File: src/hw/rtl/spi_mfb_pkg.sv
// Shared types and constants of the SPI MIDI frame bridge.
// No dependencies; imported by the credit unit, the top level and the checker.
`timescale 1ns / 1ps

package spi_mfb_pkg;

    localparam int BYTE_W     = 8;
    localparam int CREDIT_W   = 20;
    localparam int COST_W     = 16;
    localparam int THR_W      = 13;
    localparam int TICK_W     = 16;
    localparam int PROD_W     = TICK_W + CREDIT_W;
    localparam int OP_W       = 3;
    localparam int CFG_IDX_W  = 3;
    localparam int CFG_DATA_W = 20;

    // The frame fields carry at most two slots.
    localparam int MAX_IO_SLOTS = 2;
    localparam int SLOT_W       = 1;

    localparam logic [BYTE_W-1:0] TAG_LED   = 8'hf0;
    localparam logic [BYTE_W-1:0] TAG_MIDI  = 8'h0f;
    localparam logic [BYTE_W-1:0] TAG_EMPTY = 8'h00;

    localparam logic [OP_W-1:0] OP_QUEUE = 3'd0;
    localparam logic [OP_W-1:0] OP_LED   = 3'd1;
    localparam logic [OP_W-1:0] OP_BUILD = 3'd2;
    localparam logic [OP_W-1:0] OP_RECV  = 3'd3;
    localparam logic [OP_W-1:0] OP_POP   = 3'd4;

    localparam logic [CFG_IDX_W-1:0] CFG_CAPACITY = 3'd0;
    localparam logic [CFG_IDX_W-1:0] CFG_COST     = 3'd1;
    localparam logic [CFG_IDX_W-1:0] CFG_DRAIN    = 3'd2;
    localparam logic [CFG_IDX_W-1:0] CFG_NOTIFY   = 3'd3;

    localparam logic [CREDIT_W-1:0] CAPACITY_RESET = 20'd127000;
    localparam logic [COST_W-1:0]   COST_RESET     = 16'd1000;
    localparam logic [CREDIT_W-1:0] DRAIN_RESET    = 20'd12500;
    localparam logic [THR_W-1:0]    NOTIFY_RESET   = 13'd16;

    typedef enum logic [2:0] {
        ST_IDLE,
        ST_EXEC,
        ST_SLOT,
        ST_SLOT_RD,
        ST_DRAIN,
        ST_PUSH,
        ST_POP_RD,
        ST_FINISH
    } state_t;

    // Commands from the sequencer to the credit unit.
    typedef struct packed {
        logic load_product;
        logic drain;
        logic charge;
    } credit_ctl_t;

endpackage

File: src/hw/rtl/spi_mfb_credit.sv
// Remote buffer credit estimate: send test, per-byte charge and per-frame drain.
// Depends on spi_mfb_pkg.
`timescale 1ns / 1ps

module spi_mfb_credit
    import spi_mfb_pkg::*;
(
    input  logic                clk,
    input  logic                rst_n,
    input  credit_ctl_t         ctl,
    input  logic [TICK_W-1:0]   ticks,
    input  logic [CREDIT_W-1:0] drain_rate,
    input  logic [COST_W-1:0]   cost,
    input  logic [CREDIT_W-1:0] capacity,
    output logic [CREDIT_W-1:0] used,
    output logic                send_ok
);

    logic [CREDIT_W-1:0] used_credit_reg;
    logic [CREDIT_W-1:0] used_credit_next;
    logic [PROD_W-1:0]   product_reg;
    logic [CREDIT_W:0]   charged;

    // One extra bit so the sum of credit and cost cannot wrap.
    assign charged = {1'b0, used_credit_reg} + {{(CREDIT_W + 1 - COST_W){1'b0}}, cost};
    assign send_ok = charged < {1'b0, capacity};

    always_comb
    begin
        used_credit_next = used_credit_reg;
        if (ctl.charge)
        begin
            used_credit_next = charged[CREDIT_W] ? '1 : charged[CREDIT_W-1:0];
        end
        else if (ctl.drain)
        begin
            if (product_reg >= {{TICK_W{1'b0}}, used_credit_reg})
            begin
                used_credit_next = '0;
            end
            else
            begin
                used_credit_next = used_credit_reg - product_reg[CREDIT_W-1:0];
            end
        end
    end

    always_ff @(posedge clk or negedge rst_n)
    begin
        if (!rst_n)
        begin
            used_credit_reg <= '0;
        end
        else
        begin
            used_credit_reg <= used_credit_next;
        end
    end

    always_ff @(posedge clk)
    begin
        if (ctl.load_product)
        begin
            product_reg <= ticks * drain_rate;
        end
    end

    assign used = used_credit_reg;

endmodule

File: config.mk
export PLATFORM = sky130hd
export DESIGN_NAME = spi_mfb_credit
export DESIGN_NICKNAME = d
export VERILOG_FILES = /design/src/hw/rtl/spi_mfb_pkg.sv /design/src/hw/rtl/spi_mfb_credit.sv
export SDC_FILE = /design/constraint.sdc
export NUM_CORES = 1
export LEC_CHECK = 0
export ABC_AREA = 1
export ABC_CLOCK_PERIOD_IN_PS = 4300
export BUFFER_PORTS_ARGS = -buffer_cell sky130_fd_sc_hd__buf_4
export CAP_MARGIN = 20
export CORE_MARGIN = 8
export CORE_UTILIZATION = 50
export CTS_CLUSTER_DIAMETER = 200
export DETAILED_ROUTE_END_ITERATION = 12
export GPL_TIMING_DRIVEN = 0
export HOLD_SLACK_MARGIN = 0.03
export PLACE_DENSITY = 0.68
export SLEW_MARGIN = 30
export SYNTH_ARGS = -nofsm -noshare
export SYNTH_HDL_FRONTEND = slang
export SYNTH_SLANG_ARGS = --single-unit
File: constraint.sdc
create_clock -name clk -period 4.3 [get_ports clk]
set_clock_uncertainty 0.05 [all_clocks]
set_input_delay 0.215 -clock clk [delete_from_list [all_inputs] [get_ports clk]]
set_output_delay 0.215 -clock clk [all_outputs]
set_load 0.05 [all_outputs]
==> results of run 1 <==
==> cell usage after synthesis, types with 5 or more instances <==
cell type,instances,share of area
nand2_1,670,0.15
inv_1,615,0.14
fa_1,252,0.30
ha_1,182,0.14
a21oi_1,107,0.032
nor2_1,105,0.024
clkbuf_1,74,0.017
nand3_1,67,0.020
edfxtp_1,36,0.065
xor2_1,30,0.016
o21ai_0,28,0.0085
dfrtp_1,20,0.030
nor3_1,13,0.0039
nand3_2,11,0.0067
nand4_1,11,0.0042
nand2_2,10,0.0038
xnor2_1,10,0.0053
nand3b_1,9,0.0041
o21a_1,8,0.0036
a21o_1,7,0.0032
nor2_2,7,0.0026
o21bai_1,6,0.0027
nor4_1,5,0.0019
==> routing by layer <==
metal,global-route usage,up-vias
met5,0,-
met4,0.0926,0
li1,-,7096
met3,0.0287,118
met1,0.295,7197
met2,0.483,519
==> final cells by class <==
cell class,count,share of cell area
tap,442,0.0270
clock buffer,5,0.00610
inverter,618,0.114
multi-input combinational,1553,0.651
clock inverter,3,0.00226
buffer,80,0.0609
sequential,56,0.0771
timing repair buffer,146,0.0619
==> critical path, stage by stage <==
cell and delay (ps):
clkbuf_16 130, clkbuf_16 150, nand2_2 70, fa_1 550, inv_1 60, fa_1 490, fa_1 560, fa_1 550
fa_1 500, inv_1 50, fa_1 470, inv_1 60, ha_4 250, nand2_4 80, inv_1 50, nand2_1 80
nand3_2 110, a21oi_2 200, nor2_2 70, nor3_2 210, nand2_1 70, nand2_1 60, nand2_1 60
==> what timing repair did <==
action                                  CTS  global route
gates cloned                              2             0
endpoints found under the hold margin    20             0
resized for setup                       240           115
endpoints found under the setup margin   27            27
pin swaps                                86            66
hold buffers                              1             0
buffers inserted                         56            27
==> path summary, 6_finish.rpt <==
path	startpoint	end	slack, ps	depth (start not counted)
worst max-delay path	drain_rate[12]	product_reg[32]	-770	23
min in group asynchronous	rst_n	used[3]	310	2
worst max register to register	used[0]	used[12]	1720	13
worst min register to register	used[2]	used[2]	580	2
worst min-delay path	ctl[0]	used[12]	200	3
max in group asynchronous	rst_n	used[19]	3680	2
==> per-stage QoR <==
step,setup slack [ps],setup TNS (ps)
finish,-771,-15050
global route,-908,-18310
CTS,-668,-12790
detailed placement,-1500,-31440
global placement,-1460,-30520
floorplan,-697,-13440
==> kinds of logic (layout without fill, tap and decap cells) <==
logic type               after synthesis  after routing  share of synthesized area
adder cells (fa/ha/maj)              434            434                      0.442
AO/OA/AOI/OAI                        167            167                     0.0556
AND/OR/NAND/NOR                      912            912                      0.226
XOR/XNOR                              40             40                     0.0212
flip-flops                            56             56                     0.0955
buffers and inverters                698            852                      0.160
==> results.toml, run 1 <==
[outcome]
status = "finished with violations"
violations = "setup timing"

[grt]
grt_overflow = 0
antenna_found_initial = 0
grt_pass1_wl_um = 79800
grt_max_degree = 37
grt_use_total = 0.257
grt_pass1_vias = 15700

[worst_setup_path]
cp-end-kind = "flop"
worst-path-max-fanout = 8
crit_required_ps = 4310
start_kind = "input port"
cp.arrival_ps = 5080
crit_type = "input port to flop"

[route]
via_per_inst = 5.14
drc = 0
dr.pass1.iters = 5
dr_total_vias = 14900
postRouteAntennaNets = 0
routed_wl_um = 50300
dr_wl_met2_um = 25500
wl_per_cell_um = 17.3
drt-met1-wl_um = 19600
drt-initial-drc-count = 837
met3_length_um = 3240
routed.top_layer = "met4"

[sta]
setup_viol = 27
hold_viol = 0
holdWs_ps = 196
finalCritPeriodShare = 1.18
grt_setup_unrepaired = "true"
slew_headroom = 0.652
fmax_ghz = 0.197
report.final.slew_viol_count = 0
period_minus_slack_ps = 5070
worstMarginPinSlew_ps = 521
postLayoutSetupSlackWorst_ps = -771

[yosys]
synth_area_um2 = 16600
avgSynthCellArea_um2 = 7.18
synth_edf_count = 36
yosys_warnings = 0
synth_top_flop_cell = "edfxtp_1"
synth_nets = 2818
synth-async-reset-ratio = 0.357
synth-seq-cells = 56
synth_cell_types = 38
synth-seq-area-share = 0.0955
synth_cells = 2307

[floorplanning]
die_h_um = 198
die_area_um2 = 39200
io_pins = 98
rows = 66
die_w_um = 198
start_util = 0.509
core_area_um2 = 32500

[finish]
n_fill_cell = 2930
antenna_cells = 0
final_common_cell = "nand2_1"
final_cells = 2903
final_nets = 2971
final_core_util = 0.631
area_growth_pct = 24.0
multi_input_area_um2 = 13400
largest_reg_flops = 36
final_cell_area_um2 = 20500
regArea_um2 = 1580
drive_gt1_frac = 0.204
most-common-layout-cells = "607 x nand2_1, 560 x inv_1, 227 x fa_1, 159 x ha_1, 120 x buf_4"

[clock_network]
cts_sinks = 56
root_buffer = "clkbuf_16"
path_clk_slew_ps = 70
numCtsBuffers = 5
insertion_delay_ps = 300
cts_max_level = 2
cts_tree = "built"
clock_path_buffers = 2

[place]
dpl_cell_area_um2 = 18300
dp.final_hpwl_um = 41100
gp_congestion = 0.957
io_buffers = 61
dp_cells = 2810

[run]
cap_violations = 0

[hold_path]
holdCritPathClass = "input port to flop"
Power of run 1 is left out: the tool's default activity adds up to more than one toggle a clock period on the data nets, which glitch-free logic cannot reach.
==> run 2: changes to the inputs <==
Settings changed: SKIP_LAST_GASP set to 1.
==> results.toml, run 2 (synthesis gave the netlist of run 1 again) <==
[outcome]
status = "finished with violations"
violations = "setup timing"

[clock_network]
path_clk_slew_ps = 70
insertion_delay_ps = 300
cts_tree = "built"
cts_sinks = 56
clock_path_buffers = 2
cts_max_level = 2
root_buffer = "clkbuf_16"
numCtsBuffers = 5

[route]
drc = 0
dr.pass1.iters = 5
via_per_inst = 5.16
routed.top_layer = "met4"
dr_total_vias = 15000
drt-met1-wl_um = 19700
routed_wl_um = 50400
postRouteAntennaNets = 0
dr_wl_met2_um = 25400
met3_length_um = 3160
drt-initial-drc-count = 747
wl_per_cell_um = 17.3

[grt]
antenna_found_initial = 0
grt_max_degree = 37
grt_pass1_wl_um = 79800
grt_pass1_vias = 15700
grt_overflow = 0
grt_use_total = 0.257

[finish]
area_growth_pct = 23.6
multi_input_area_um2 = 13400
n_fill_cell = 2920
final_nets = 2972
drive_gt1_frac = 0.195
regArea_um2 = 1580
final_common_cell = "nand2_1"
largest_reg_flops = 36
antenna_cells = 0
most-common-layout-cells = "609 x nand2_1, 572 x inv_1, 234 x fa_1, 159 x ha_1, 127 x buf_4"

[floorplanning]
start_util = 0.509
die_w_um = 198
rows = 66
io_pins = 98
die_h_um = 198
die_area_um2 = 39200
core_area_um2 = 32500

[worst_setup_path]
worst-path-max-fanout = 7
cp-end-kind = "flop"
cp_common_cell = "fa_1"
start_kind = "input port"
cpPeakStageDelay_ps = 560
cp.arrival_ps = 5100
crit_type = "input port to flop"
rr_startpoint = "used[0]"
crit_required_ps = 4310
path_delay_family = "adder cells"
rr_endpoint = "used[12]"
crit_chain = "clkbuf_16 > clkbuf_16 > buf_6 > nand2_2 > fa_1 > inv_1 > fa_1 > fa_1 > fa_1 > fa_1 > inv_1 > fa_1 > inv_2 > ha_4 > buf_4 > a21oi_4 > o21ai_2 > a21oi_2 > nand2_2 > nand2_1 > nand2_1 > xor2_1"
r2r_setup_slack_ps = 1720
reg2regPathDepth = 13
cp_slowest_cell = "fa_1"
crit_buf_inv = 7

[sta]
setup_viol = 27
fmax_ghz = 0.196
postLayoutSetupSlackWorst_ps = -790
period_minus_slack_ps = 5090
worstMarginPinSlew_ps = 537
hold_viol = 0
final.setup.tns_ps = -16250
report.final.slew_viol_count = 0
slew_headroom = 0.642
finalCritPeriodShare = 1.18
grt_setup_unrepaired = "true"

[hold_path]
hp-start = "ctl[0]"
min_path_cells = 3
hold_path_end = "used[12]"
holdCritPathClass = "input port to flop"

[place]
gp_congestion = 0.957
dp.final_hpwl_um = 41100
io_buffers = 61

[run]
cap_violations = 0
[run 2: cell types whose count changed in the layout (fill, tap and decap cells not counted), sizes merged]
cell    before  now
buf        160  163
clkbuf      70   68
[run 2: repair_timing]
item | CTS | global route
cloned | 2 | 0
setup endpoints to repair | 27 | 27
gates resized for setup | 217 | 110
hold buffers | 1 | 0
hold endpoints to repair | 20 | 0
setup buffers | 56 | 28
pin swaps | 82 | 70
[run 2: tightest hold or removal path, cell delays in order]
cell and delay [ps]:
buf_4 150, a22oi_1 90, nand2_1 60
[run 2: worst max path at each step]
| stage | start | slack, ps | cells past startpoint | endpoint |
|---|---|---|---|---|
| 4_1_cts | drain_rate[18] | -670 | 20 | product_reg[35] |
| 6_report | drain_rate[7] | -790 | 22 | product_reg[27] |
| 3_3_place_gp | ticks[8] | -1460 | 21 | product_reg[26] |
| 3_5_place_dp | ticks[8] | -1500 | 21 | product_reg[26] |
| 2_1_floorplan | drain_rate[14] | -700 | 23 | product_reg[32] |
| 5_1_grt | drain_rate[14] | -900 | 23 | product_reg[32] |
[run 2: per-stage QoR]
step | hold WS [ps] | std cells | cell area (µm²) | setup slack, ps | util
after floorplan | -131 | 2307 | 17300 | -697 | -
after global placement | 58.2 | 2810 | 18300 | -1460 | 0.564
after detailed placement | 59.4 | 2810 | 18300 | -1500 | 0.564
after CTS | 194 | 2877 | 19900 | -673 | 0.611
after global routing | 206 | 2904 | 20500 | -899 | 0.629
final | 195 | 2904 | 20500 | -790 | 0.629
[run 2: layer usage]
layer,track usage,vias to the layer above
li1,-,7090
met1,0.295,7186
met3,0.0304,121
met2,0.484,575
met4,0.0893,0
met5,0,-
[run 2: cell type report]
type,instances,area share
plain buffers,80,0.0576
clock buffers,5,0.00612
clock inverters,3,0.00226
inverters,618,0.114
multi-input cells,1553,0.655
flip-flops and latches,56,0.0773
well taps,442,0.0270
repair buffers,147,0.0609
Power of run 2 is left out for the same reason.
==> run 3: changes to the inputs <==
Settings changed: ABC_AREA 1 to not set, CORE_MARGIN 8 to not set, SETUP_SLACK_MARGIN set to 0.1.
==> results.toml, run 3 <==
[sta]
grt_setup_unrepaired = "true"
slew_headroom = 0.566
report.final.slew_viol_count = 0
holdWs_ps = 215
worstMarginPinSlew_ps = 645
hold_viol = 0
setup_viol = 26
finalCritPeriodShare = 1.33
postLayoutSetupSlackWorst_ps = -1420
period_minus_slack_ps = 5720
fmax_ghz = 0.175

[route]
via_per_inst = 5.50
drt-initial-drc-count = 849
routed_wl_um = 41100
dr.pass1.iters = 5
wl_per_cell_um = 18.1
drc = 0
postRouteAntennaNets = 0
dr_total_vias = 12500

[place]
dp.final_hpwl_um = 32800
preCtsSetupSlack_ps = -2180
io_buffers = 80
gp_congestion = 0.906

[yosys]
synth-seq-cells = 56
synth-async-reset-ratio = 0.357
synth_top_flop_cell = "edfxtp_1"
yosys-top-cells-area = "fa_1 33%, ha_1 15%, inv_1 8.6%"
synth_cell_types = 59
avgSynthCellArea_um2 = 8.82
yosysTopAreaCellShare = 0.332
yosys_warnings = 0
synth_area_um2 = 15200
synth_edf_count = 36
synth-seq-area-share = 0.104
synth_cells = 1721
yosysMostFrequentCell = "inv_1"
synthTopCellsByCount = "349 x inv_1, 252 x fa_1, 213 x nand2_1, 182 x ha_1, 151 x and2_1"
synth_nets = 2232
yosysTopAreaCell = "fa_1"

[finish]
most-common-layout-cells = "335 x inv_1, 239 x fa_1, 206 x nand2_1, 163 x ha_1, 136 x and2_1"
multi_input_area_um2 = 12600
final_nets = 2386
area_growth_pct = 19.3
regArea_um2 = 1590
drive_gt1_frac = 0.179
final_common_cell = "inv_1"
largest_reg_flops = 36
n_fill_cell = 2595
antenna_cells = 0

[outcome]
violations = "setup timing"
status = "finished with violations"

[grt]
grt_use_total = 0.271
grt_pass1_wl_um = 65600
antenna_found_initial = 0
grt_pass1_vias = 13000
grt_overflow = 0
grt_max_degree = 37

[floorplanning]
io_pins = 98
start_util = 0.511
core_area_um2 = 29700
die_area_um2 = 31100
rows = 63
die_w_um = 176
die_h_um = 176

[worst_setup_path]
cpPeakStageDelay_ps = 580
crit_type = "input port to flop"
cp-end-kind = "flop"
crit_chain = "clkbuf_8 > and2_4 > fa_1 > inv_1 > fa_1 > fa_1 > inv_1 > fa_1 > fa_1 > inv_2 > fa_1 > inv_2 > ha_4 > a21o_1 > a311oi_4 > o211ai_1 > a311oi_2 > o31a_1 > o21ai_1 > xnor2_1"
cp_common_cell = "fa_1"
worst-path-max-fanout = 10
start_kind = "input port"
cp.arrival_ps = 5720
cp_slowest_cell = "fa_1"
crit_required_ps = 4300

[clock_network]
root_buffer = "clkbuf_16"
numCtsBuffers = 5
path_clk_slew_ps = 80
cts_sinks = 56
cts_max_level = 2
cts_tree = "built"
clock_path_buffers = 2
insertion_delay_ps = 300

[hold_path]
holdCritPathClass = "input port to flop"

[run]
cap_violations = 0
[run 3: cell count changes in the layout (fill, tap and decap cells not counted), moves of 29 or more]
cell / before / now
inv_2: 44 / 15
inv_1: 572 / 335
nand2_1: 609 / 206
a21o_1: 7 / 36
xnor2_1: 10 / 41
nand3_1: 60 / 23
and2_1: 1 / 136
nand2_2: 45 / 6
nor2_1: 85 / 34
[run 3: cells by family after synthesis]
| kind of cell | count (synthesis) | synth area share |
|---|---|---|
| AO/OA/AOI/OAI | 259 | 0.113 |
| adder cells (fa/ha/maj) | 434 | 0.483 |
| XOR/XNOR | 65 | 0.0375 |
| buffers and inverters | 418 | 0.103 |
| AND/OR/NAND/NOR | 488 | 0.159 |
| multiplexers | 1 | 0.000660 |
| flip-flops | 56 | 0.104 |
[run 3: final cells by class]
type / count / share of cell area
inverter: 350 / 0.0726
tap: 390 / 0.0270
clock buffer: 6 / 0.00767
buffer: 68 / 0.0383
sequential: 56 / 0.0878
clock inverter: 2 / 0.000760
multi-input combinational: 1247 / 0.697
timing repair buffer: 147 / 0.0689
[run 3: path summary, 6_finish.rpt]
path	from	end	slack, ps	cells past startpoint
max	ticks[4]	product_reg[35]	-1420	20
min	ctl[1]	used[7]	210	4
max reg2reg	used[15]	used[12]	640	12
min reg2reg	used[1]	used[1]	550	1
max in group asynchronous	rst_n	used[6]	3650	2
min in group asynchronous	rst_n	used[18]	300	2
[run 3: critical path, delay by kind of cell]
kind	cells	cell delay, ps
xor gates and xnor gates	1	130
buffers and inverters	5	370
and+or+nand+nor	1	160
adders and majority gates	7	3370
AOI/OAI and AO/OA	6	1460
[run 3: layer usage]
metal / GRT usage / wire length, µm / vias up
met5: 0 / 0 / -
met4: 0.0837 / 1240 / 0
met3: 0.0325 / 2060 / 89
met2: 0.472 / 20700 / 352
li1: - / - / 5745
met1: 0.352 / 17100 / 6282
[run 3: what timing repair did]
action / CTS / global route
setup buffers: 35 / 35
cloned: 0 / 1
resized for setup: 116 / 106
hold buffers: 1 / 0
endpoints found under the setup margin: 28 / 28
hold endpoints to repair: 20 / 0
pin swaps: 52 / 95
[run 3: per-stage QoR]
step	setup TNS, ps	cells	utilization	instance area [µm²]
floorplan	-20960	1721	-	15500
global placement	-40560	2191	0.559	16600
detailed placement	-41550	2191	0.559	16600
CTS	-25660	2234	0.591	17500
global route	-27740	2266	0.609	18100
finish	-24730	2266	0.609	18100
Power of run 3 is left out for the same reason.
